$ cat src/rtl/ansa_pkg.sv
package ansa_pkg;

    typedef struct packed {
        logic signed [31:0] start_value;
        logic signed [31:0] stop_value;
        logic [9:0]         requested_intervals;
    } in_t;

    typedef struct packed {
        logic signed [31:0] range_low;
        logic signed [31:0] range_high;
        logic [11:0]        interval_count;
        logic [3:0]         step_mantissa;
        logic [3:0]         step_exponent;
        logic               degenerate;
        logic               step_floor_hit;
    } out_t;

    localparam logic [2:0] REG_MANT_COUNT  = 3'd0;
    localparam logic [2:0] REG_MANT_SECOND = 3'd1;
    localparam logic [2:0] REG_MANT_THIRD  = 3'd2;
    localparam logic [2:0] REG_MANT_FOURTH = 3'd3;

    localparam int POW_BITS  = 34;
    localparam int PROD_BITS = 38;

    function automatic logic [POW_BITS-1:0] pow10(input logic [3:0] n);
        logic [POW_BITS-1:0] r;
        unique case (n)
            4'd0:    r = 34'd1;
            4'd1:    r = 34'd10;
            4'd2:    r = 34'd100;
            4'd3:    r = 34'd1000;
            4'd4:    r = 34'd10000;
            4'd5:    r = 34'd100000;
            4'd6:    r = 34'd1000000;
            4'd7:    r = 34'd10000000;
            4'd8:    r = 34'd100000000;
            default: r = 34'd1000000000;
        endcase
        return r;
    endfunction

endpackage

$ cat src/rtl/axis_nice_step_autoscaler.sv
// Nice-step axis autoscaler.
// Input channel in_valid/in_stall/in_data carries a range and a wanted
// interval count; one result transfer per input on out_valid/out_stall/out_data.
// Mantissa table is set through cfg_we/cfg_index/cfg_data; the user must
// set it only while idle, as the block does not enforce this. One item at a
// time: in_stall is high from acceptance until the result is in the output
// register. A zero-width range skips the search; otherwise an exponent search
// and a mantissa search run, then each candidate step divides both bounds on
// one shared restoring divider (one quotient bit a cycle). Candidates are at
// most 1+(number of refinements). A new item may be accepted while a result
// still waits in the output register; the finished result then waits until
// that register empties. Out_stall holds the result and its valid. Reset
// clears the sequencer and output valid, and returns the table to 1, 2, 5, 9
// with three entries in use.
module axis_nice_step_autoscaler #(
    parameter int VALUE_BITS    = 32,
    parameter int MAX_MANTISSAS = 4
) (
    input  logic          clk,
    input  logic          rst_n,
    input  logic          in_valid,
    output logic          in_stall,
    input  ansa_pkg::in_t in_data,
    output logic          out_valid,
    input  logic          out_stall,
    output ansa_pkg::out_t out_data,
    input  logic          cfg_we,
    input  logic [2:0]    cfg_index,
    input  logic [3:0]    cfg_data
);

    localparam int VB = VALUE_BITS;
    localparam int EW = VB + 4;
    localparam int CW = $clog2(VB + 1);
    localparam logic [2:0] MAXM = 3'(MAX_MANTISSAS);

    localparam logic [2:0] S_IDLE  = 3'd0;
    localparam logic [2:0] S_NSRCH = 3'd1;
    localparam logic [2:0] S_ISRCH = 3'd2;
    localparam logic [2:0] S_STEP  = 3'd3;
    localparam logic [2:0] S_DIV   = 3'd4;
    localparam logic [2:0] S_POST  = 3'd5;
    localparam logic [2:0] S_EVAL  = 3'd6;
    localparam logic [2:0] S_FIN   = 3'd7;

    logic [2:0] cnt_cfg_reg;
    logic [3:0] m2_reg, m3_reg, m4_reg;

    logic [2:0] state_reg;
    logic signed [VB-1:0] lo_reg, hi_reg;
    logic [9:0]    req_reg;
    logic [VB-1:0] width_reg;
    logic [3:0]    n_reg;
    logic [1:0]    idx_reg;
    logic [VB-1:0] step_reg;
    logic          first_reg, pass_reg, neg_reg;
    logic [CW-1:0] cnt_reg;
    logic [VB:0]   rem_reg;
    logic [VB-1:0] dvd_reg;
    logic signed [EW-1:0] flh_reg, cll_reg;
    logic signed [VB-1:0] highv_reg, lowv_reg;
    logic signed [VB-1:0] p_low_reg, p_high_reg;
    logic signed [EW-1:0] p_ival_reg;
    logic [3:0]    p_mant_reg, p_n_reg;
    ansa_pkg::out_t res_reg;
    logic          out_valid_reg;
    ansa_pkg::out_t out_data_reg;

    logic [2:0] used;
    logic [1:0] last_idx;
    logic [3:0] mant;
    logic [ansa_pkg::PROD_BITS-1:0] prod;
    logic [ansa_pkg::PROD_BITS-1:0] width_x;
    logic signed [VB-1:0] in_a, in_b;
    logic signed [VB:0]   diff;
    logic [VB:0]   rem_sh;
    logic          qbit;
    logic signed [VB-1:0] xsel;
    logic signed [EW-1:0] qx, rx, sx, xx, rnz;
    logic signed [EW-1:0] ival, reqx;
    logic out_free;

    always_comb
    begin
        used = cnt_cfg_reg;
        if (used == 3'd0)
            used = 3'd1;
        if (used > MAXM)
            used = MAXM;
        last_idx = 2'(used - 3'd1);
        unique case (idx_reg)
            2'd0:    mant = 4'd1;
            2'd1:    mant = (m2_reg < 4'd2) ? 4'd2 : m2_reg;
            2'd2:    mant = (m3_reg < 4'd2) ? 4'd2 : m3_reg;
            default: mant = (m4_reg < 4'd2) ? 4'd2 : m4_reg;
        endcase
        prod    = ansa_pkg::PROD_BITS'(mant) * ansa_pkg::PROD_BITS'(ansa_pkg::pow10(n_reg));
        width_x = ansa_pkg::PROD_BITS'(width_reg);
    end

    assign in_a = in_data.start_value[VB-1:0];
    assign in_b = in_data.stop_value[VB-1:0];
    assign diff = (VB+1)'(in_b) - (VB+1)'(in_a);

    assign rem_sh = {rem_reg[VB-1:0], dvd_reg[VB-1]};
    assign qbit   = (rem_sh >= {1'b0, step_reg});

    always_comb
    begin
        xsel = pass_reg ? lo_reg : hi_reg;
        qx   = signed'(EW'(dvd_reg));
        rx   = signed'(EW'(rem_reg[VB-1:0]));
        sx   = signed'(EW'(step_reg));
        xx   = EW'(xsel);
        rnz  = (rem_reg != '0) ? EW'(1) : EW'(0);
        ival = flh_reg - cll_reg;
        reqx = signed'(EW'(req_reg));
    end

    assign out_free  = !out_valid_reg || !out_stall;
    assign in_stall  = (state_reg != S_IDLE);
    assign out_valid = out_valid_reg;
    assign out_data  = out_data_reg;

    always_ff @(posedge clk or negedge rst_n)
    begin
        if (!rst_n)
        begin
            cnt_cfg_reg <= 3'd3;
            m2_reg      <= 4'd2;
            m3_reg      <= 4'd5;
            m4_reg      <= 4'd9;
        end
        else if (cfg_we)
        begin
            unique case (cfg_index)
                ansa_pkg::REG_MANT_COUNT:  cnt_cfg_reg <= cfg_data[2:0];
                ansa_pkg::REG_MANT_SECOND: m2_reg <= cfg_data;
                ansa_pkg::REG_MANT_THIRD:  m3_reg <= cfg_data;
                ansa_pkg::REG_MANT_FOURTH: m4_reg <= cfg_data;
                default: ;
            endcase
        end
    end

    always_ff @(posedge clk or negedge rst_n)
    begin
        if (!rst_n)
        begin
            state_reg     <= S_IDLE;
            out_valid_reg <= 1'b0;
        end
        else
        begin
            if (out_valid_reg && !out_stall && state_reg != S_FIN)
                out_valid_reg <= 1'b0;
            unique case (state_reg)
                S_IDLE:
                begin
                    if (in_valid)
                    begin
                        if (diff < 0)
                        begin
                            lo_reg    <= in_b;
                            hi_reg    <= in_a;
                            width_reg <= VB'(-diff);
                        end
                        else
                        begin
                            lo_reg    <= in_a;
                            hi_reg    <= in_b;
                            width_reg <= VB'(diff);
                        end
                        req_reg   <= (in_data.requested_intervals == 10'd0) ? 10'd1
                                     : in_data.requested_intervals;
                        n_reg     <= 4'd0;
                        first_reg <= 1'b1;
                        if (diff == 0)
                        begin
                            res_reg.range_low      <= 32'(in_a);
                            res_reg.range_high     <= 32'(in_a);
                            res_reg.interval_count <= (in_data.requested_intervals == 10'd0)
                                                      ? 12'd1
                                                      : 12'(in_data.requested_intervals);
                            res_reg.step_mantissa  <= 4'd1;
                            res_reg.step_exponent  <= 4'd0;
                            res_reg.degenerate     <= 1'b1;
                            res_reg.step_floor_hit <= 1'b0;
                            state_reg <= S_FIN;
                        end
                        else
                            state_reg <= S_NSRCH;
                    end
                end
                S_NSRCH:
                begin
                    if (n_reg < 4'd9 &&
                        ansa_pkg::PROD_BITS'(ansa_pkg::pow10(n_reg + 4'd1)) <= width_x)
                        n_reg <= n_reg + 4'd1;
                    else
                    begin
                        idx_reg   <= last_idx;
                        state_reg <= S_ISRCH;
                    end
                end
                S_ISRCH:
                begin
                    if (idx_reg == 2'd0 || prod <= width_x)
                        state_reg <= S_STEP;
                    else
                        idx_reg <= idx_reg - 2'd1;
                end
                S_STEP:
                begin
                    step_reg  <= prod[VB-1:0];
                    pass_reg  <= 1'b0;
                    neg_reg   <= hi_reg[VB-1];
                    dvd_reg   <= hi_reg[VB-1] ? VB'(-hi_reg) : VB'(hi_reg);
                    rem_reg   <= '0;
                    cnt_reg   <= CW'(VB);
                    state_reg <= S_DIV;
                end
                S_DIV:
                begin
                    rem_reg <= qbit ? (rem_sh - {1'b0, step_reg}) : rem_sh;
                    dvd_reg <= {dvd_reg[VB-2:0], qbit};
                    cnt_reg <= cnt_reg - CW'(1);
                    if (cnt_reg == CW'(1))
                        state_reg <= S_POST;
                end
                S_POST:
                begin
                    if (!pass_reg)
                    begin
                        flh_reg   <= neg_reg ? -(qx + rnz) : qx;
                        highv_reg <= VB'(xx - (neg_reg ? ((rnz != 0) ? sx - rx : EW'(0)) : rx));
                        pass_reg  <= 1'b1;
                        neg_reg   <= lo_reg[VB-1];
                        dvd_reg   <= lo_reg[VB-1] ? VB'(-lo_reg) : VB'(lo_reg);
                        rem_reg   <= '0;
                        cnt_reg   <= CW'(VB);
                        state_reg <= S_DIV;
                    end
                    else
                    begin
                        cll_reg   <= neg_reg ? -qx : qx + rnz;
                        lowv_reg  <= VB'(neg_reg ? xx + rx
                                         : xx + ((rnz != 0) ? sx - rx : EW'(0)));
                        state_reg <= S_EVAL;
                    end
                end
                S_EVAL:
                begin
                    res_reg.degenerate <= 1'b0;
                    if (ival >= reqx && !first_reg && (reqx - p_ival_reg) < (ival - reqx))
                    begin
                        res_reg.range_low      <= 32'(p_low_reg);
                        res_reg.range_high     <= 32'(p_high_reg);
                        res_reg.interval_count <= p_ival_reg[11:0];
                        res_reg.step_mantissa  <= p_mant_reg;
                        res_reg.step_exponent  <= p_n_reg;
                        res_reg.step_floor_hit <= 1'b0;
                        state_reg <= S_FIN;
                    end
                    else if (ival >= reqx || (idx_reg == 2'd0 && n_reg == 4'd0))
                    begin
                        res_reg.range_low      <= 32'(lowv_reg);
                        res_reg.range_high     <= 32'(highv_reg);
                        res_reg.interval_count <= ival[11:0];
                        res_reg.step_mantissa  <= mant;
                        res_reg.step_exponent  <= n_reg;
                        res_reg.step_floor_hit <= (ival < reqx);
                        state_reg <= S_FIN;
                    end
                    else
                    begin
                        p_low_reg  <= lowv_reg;
                        p_high_reg <= highv_reg;
                        p_ival_reg <= ival;
                        p_mant_reg <= mant;
                        p_n_reg    <= n_reg;
                        first_reg  <= 1'b0;
                        if (idx_reg == 2'd0)
                        begin
                            idx_reg <= last_idx;
                            n_reg   <= n_reg - 4'd1;
                        end
                        else
                            idx_reg <= idx_reg - 2'd1;
                        state_reg <= S_STEP;
                    end
                end
                default:
                begin
                    if (out_free)
                    begin
                        out_data_reg  <= res_reg;
                        out_valid_reg <= 1'b1;
                        state_reg     <= S_IDLE;
                    end
                end
            endcase
        end
    end

endmodule

$ cat config.mk
export PLATFORM = sky130hd
export DESIGN_NAME = axis_nice_step_autoscaler
export DESIGN_NICKNAME = d
export VERILOG_FILES = /design/src/rtl/ansa_pkg.sv /design/src/rtl/axis_nice_step_autoscaler.sv
export SDC_FILE = /design/constraint.sdc
export NUM_CORES = 2
export LEC_CHECK = 0
export ABC_AREA = 0
export ABC_CLOCK_PERIOD_IN_PS = 11800
export BUFFER_PORTS_ARGS = -buffer_cell sky130_fd_sc_hd__clkbuf_2
export CAP_MARGIN = 20
export CORE_UTILIZATION = 25
export CTS_BUF_LIST = sky130_fd_sc_hd__clkbuf_4
export CTS_CLUSTER_SIZE = 40
export DETAILED_ROUTE_END_ITERATION = 6
export PLACE_DENSITY = 0.45
export SYNTH_ARGS = -nofsm -noshare
export SYNTH_HDL_FRONTEND = slang
export SYNTH_SLANG_ARGS = --single-unit
$ cat constraint.sdc
create_clock -name clk -period 11.8 [get_ports clk]
set_clock_uncertainty 0.1 [all_clocks]
set_input_delay 0 -clock clk [delete_from_list [all_inputs] [get_ports clk]]
set_output_delay 0 -clock clk [all_outputs]
set_load 0.01 [all_outputs]
==> flow_metrics.env <==
export IMPL_synth_edf_count=634
export IMPL_area_delta_synth_final_pct=18.1
export IMPL_cts_sinks=676
export IMPL_use_met1=0.186
export IMPL_maxSlewViolCount=0
export IMPL_synth_fp_nets=5567
export IMPL_synth_top_cell_area_share=0.392
export IMPL_overflow=0
export IMPL_antenna_found_initial=17
export IMPL_ys_seq_area_frac=0.411
export IMPL_status="complete, no violations"
export IMPL_postRouteAntennaNets=0
export IMPL_std_cell_rows=161
export IMPL_die_w_um=443
export IMPL_yosysTopAreaCell="edfxtp_1"
export IMPL_worst_pin_slew_ps=1120
export IMPL_arrival_ps=9180
export IMPL_fill_cells=20100
export IMPL_ys_ff_latch=676
export IMPL_crit_path_start_kind="flop"
export IMPL_p_sw_frac=0.435
export IMPL_power_total_mw=11.6
export IMPL_hold_viol_final=0
export IMPL_worstSetupEndpointType="flop"
export IMPL_final_setup_tns_ps=0
export IMPL_cts_buffer_depth=3
export IMPL_grt_pass1_wl_mm=238
export IMPL_rsz0062_at_grt="no"
export IMPL_power_density_nw_per_um2=202
export IMPL_drv_cap=0
export IMPL_busiest_layer="met2"
export IMPL_ys_types=101
export IMPL_avgRoutedWirePerCell_um=19.3
export IMPL_p_leak_nw=22.7
export IMPL_crit_path_max_incr_delay_ps=630
export IMPL_worst_setup_hold_path_clk_slew_ps=60
export IMPL_dieArea_um2=196000
export IMPL_seqPwrFrac=0.305
export IMPL_first_global_vias=39500
export IMPL_path_max_fanout=21
export IMPL_async_flop_share=0.0281
export IMPL_yosysWarningCount=0
export IMPL_core_um2=193000
export IMPL_synth_cells=5043
export IMPL_multi_input_area_um2=26400
export IMPL_viasPerCell=4.81
export IMPL_drt_wl_total_mm=159
export IMPL_seqCellArea_um2=20000
export IMPL_start_util=0.252
export IMPL_hold_path_class="in2reg"
export IMPL_cts_made_buffers=199
export IMPL_p_int_mw=6.56
export IMPL_period_share=0.713
export IMPL_drive_above_1_share=0.123
export IMPL_switchingPower_mw=5.05
export IMPL_met3_usage=0.0228
export IMPL_avgSynthCellArea_um2=9.64
export IMPL_clockRootBuffer="clkbuf_4"
export IMPL_finalSetupViolCount=0
export IMPL_vias=39500
export IMPL_io_buffers=173
export IMPL_grtUsageMet2=0.286
export IMPL_grt_max_degree=86
export IMPL_gp_congestion=0.884
export IMPL_ir_drop_v=0.000112
export IMPL_crit_type="reg2reg"
export IMPL_pwr_share_comb=0.497
export IMPL_yosysMostFrequentCell="edfxtp_1"
export IMPL_synth_top_flop_cell="edfxtp_1"
export IMPL_cts_resized=0
export IMPL_drc=0
export IMPL_ys_top_cells_by_area="edfxtp_1 39%, ha_1 9.6%, xnor2_1 4.6%"
export IMPL_slew_limit_headroom=0.249
export IMPL_cts_tree="done"
export IMPL_slowest_stage="a311oi_1"
export IMPL_pwr_share_clk=0.198
export IMPL_dp_hpwl_mm=121
export IMPL_syn_area_um2=48600
export IMPL_insertion_delay_ps=1290
export IMPL_h_tree_depth=4
export IMPL_die_y_um=443
export IMPL_max_freq_mhz=119
export IMPL_ys_top_cells_by_count="634 x edfxtp_1, 418 x inv_1, 417 x nand2_1"
export IMPL_grtUsageTotal=0.158
export IMPL_first_pass_iters=7
export IMPL_nNetsFinal=6026
export IMPL_required_ps=12570
export IMPL_first_iter_violations=2509
export IMPL_layout_min_cycle_time_ps=8410
export IMPL_num_io_pins=174
## metrics by stage
step | std cells | instance area, um2 | util | worst slack [ps] | hold slack [ps]
2_1_floorplan | 5043 | 48600 | - | 1710 | -396
3_5_place_dp | 7591 | 52400 | 0.272 | 3040 | -56.6
5_1_grt | 8202 | 57400 | 0.298 | 2780 | -10.3
6_report | 8204 | 57400 | 0.298 | 3390 | 112
3_3_place_gp | 7591 | 52400 | 0.272 | 3140 | -63.0
4_1_cts | 8181 | 57300 | 0.297 | 2970 | 0.528
## final timing paths
path	from	to	slack, ps	cells after the start
max	idx_reg[0]	idx_reg[0]	3390	32
min	in_data[39]	width_reg[29]	110	5
max reg2reg	idx_reg[0]	idx_reg[0]	3390	32
min reg2reg	res_reg[63]	out_data[63]	280	0
max in group asynchronous	rst_n	m4_reg[3]	10850	6
min in group asynchronous	rst_n	m2_reg[0]	510	6
## critical path, delay by kind of cell (launching register included)
| family | cells | cell delay [ps] |
|---|---|---|
| AND/OR/NAND/NOR | 4 | 820 |
| adder cells (fa/ha/maj) | 5 | 1980 |
| XOR/XNOR | 1 | 150 |
| buffers and inverters | 3 | 290 |
| flip-flops | 1 | 440 |
| AO/OA/AOI/OAI | 19 | 4240 |
## kinds of logic after synthesis
group,count (synthesis),synth area share
buf+inv,624,0.0487
fa+ha+maj,438,0.123
simple gates,1531,0.156
mux,111,0.0244
compound gates,1253,0.163
flops,676,0.411
xor+xnor,410,0.0740
## power by group through the flow
stage / Clock (mW) / Combinational [mW] / Sequential [mW]
after floorplan: 0 / 4.05 / 3.43
after global placement: 0 / 5.65 / 3.59
after detailed placement: 0 / 5.68 / 3.60
after CTS: 2.39 / 5.81 / 3.55
after global routing: 2.51 / 6.39 / 3.59
final: 2.30 / 5.78 / 3.54
## per-layer routing
| metal | share of wire | vias up |
|---|---|---|
| li1 | - | 19400 |
| met1 | 0.42 | 19000 |
| met2 | 0.51 | 867 |
| met3 | 0.037 | 288 |
| met4 | 0.038 | 2 |
| met5 | 0.000057 | - |
## final cells by class
class | instances | area share
clock inverters | 78 | 0.00829
multi-input cells | 3743 | 0.460
clock buffers | 279 | 0.0365
flip-flops and latches | 676 | 0.348
well taps | 2526 | 0.0551
repair buffers | 462 | 0.0637
inverters | 420 | 0.0275
diodes | 20 | 0.000872
## layout by cell type, fill, tap and decap left out, types with 18 or more instances in the layout
cell type and count:
ha_1 373, xnor2_1 256, nand2_1 415, nand2b_1 48
nor2_1 338, clkinv_1 48, o31ai_1 61, buf_4 53
a31oi_1 112, dfxtp_1 23, nand3_1 170, a21o_1 118
edfxtp_1 634, or4_1 27, nor3_1 109, clkbuf_4 279
dlygate4sd3_1 232, o211ai_1 51, mux2_2 60, xor2_1 153
a21boi_0 18, a21oi_1 251, o21a_1 36, clkbuf_2 173
fa_1 65, o21bai_1 25, a211oi_1 25, inv_1 417
or2_2 28, o21ai_0 386, mux2i_1 51, nor2b_1 42
diode_2 20, and2_1 97, or3_1 53, nor4_1 39
nand4_1 57, and3_1 35
## timing repair
| item | CTS | global route |
|---|---|---|
| hold buffers | 233 | 0 |
| buffers inserted | 0 | 0 |
| endpoints found under the hold margin | 714 | 0 |
(Power assumes the default switching activity.)
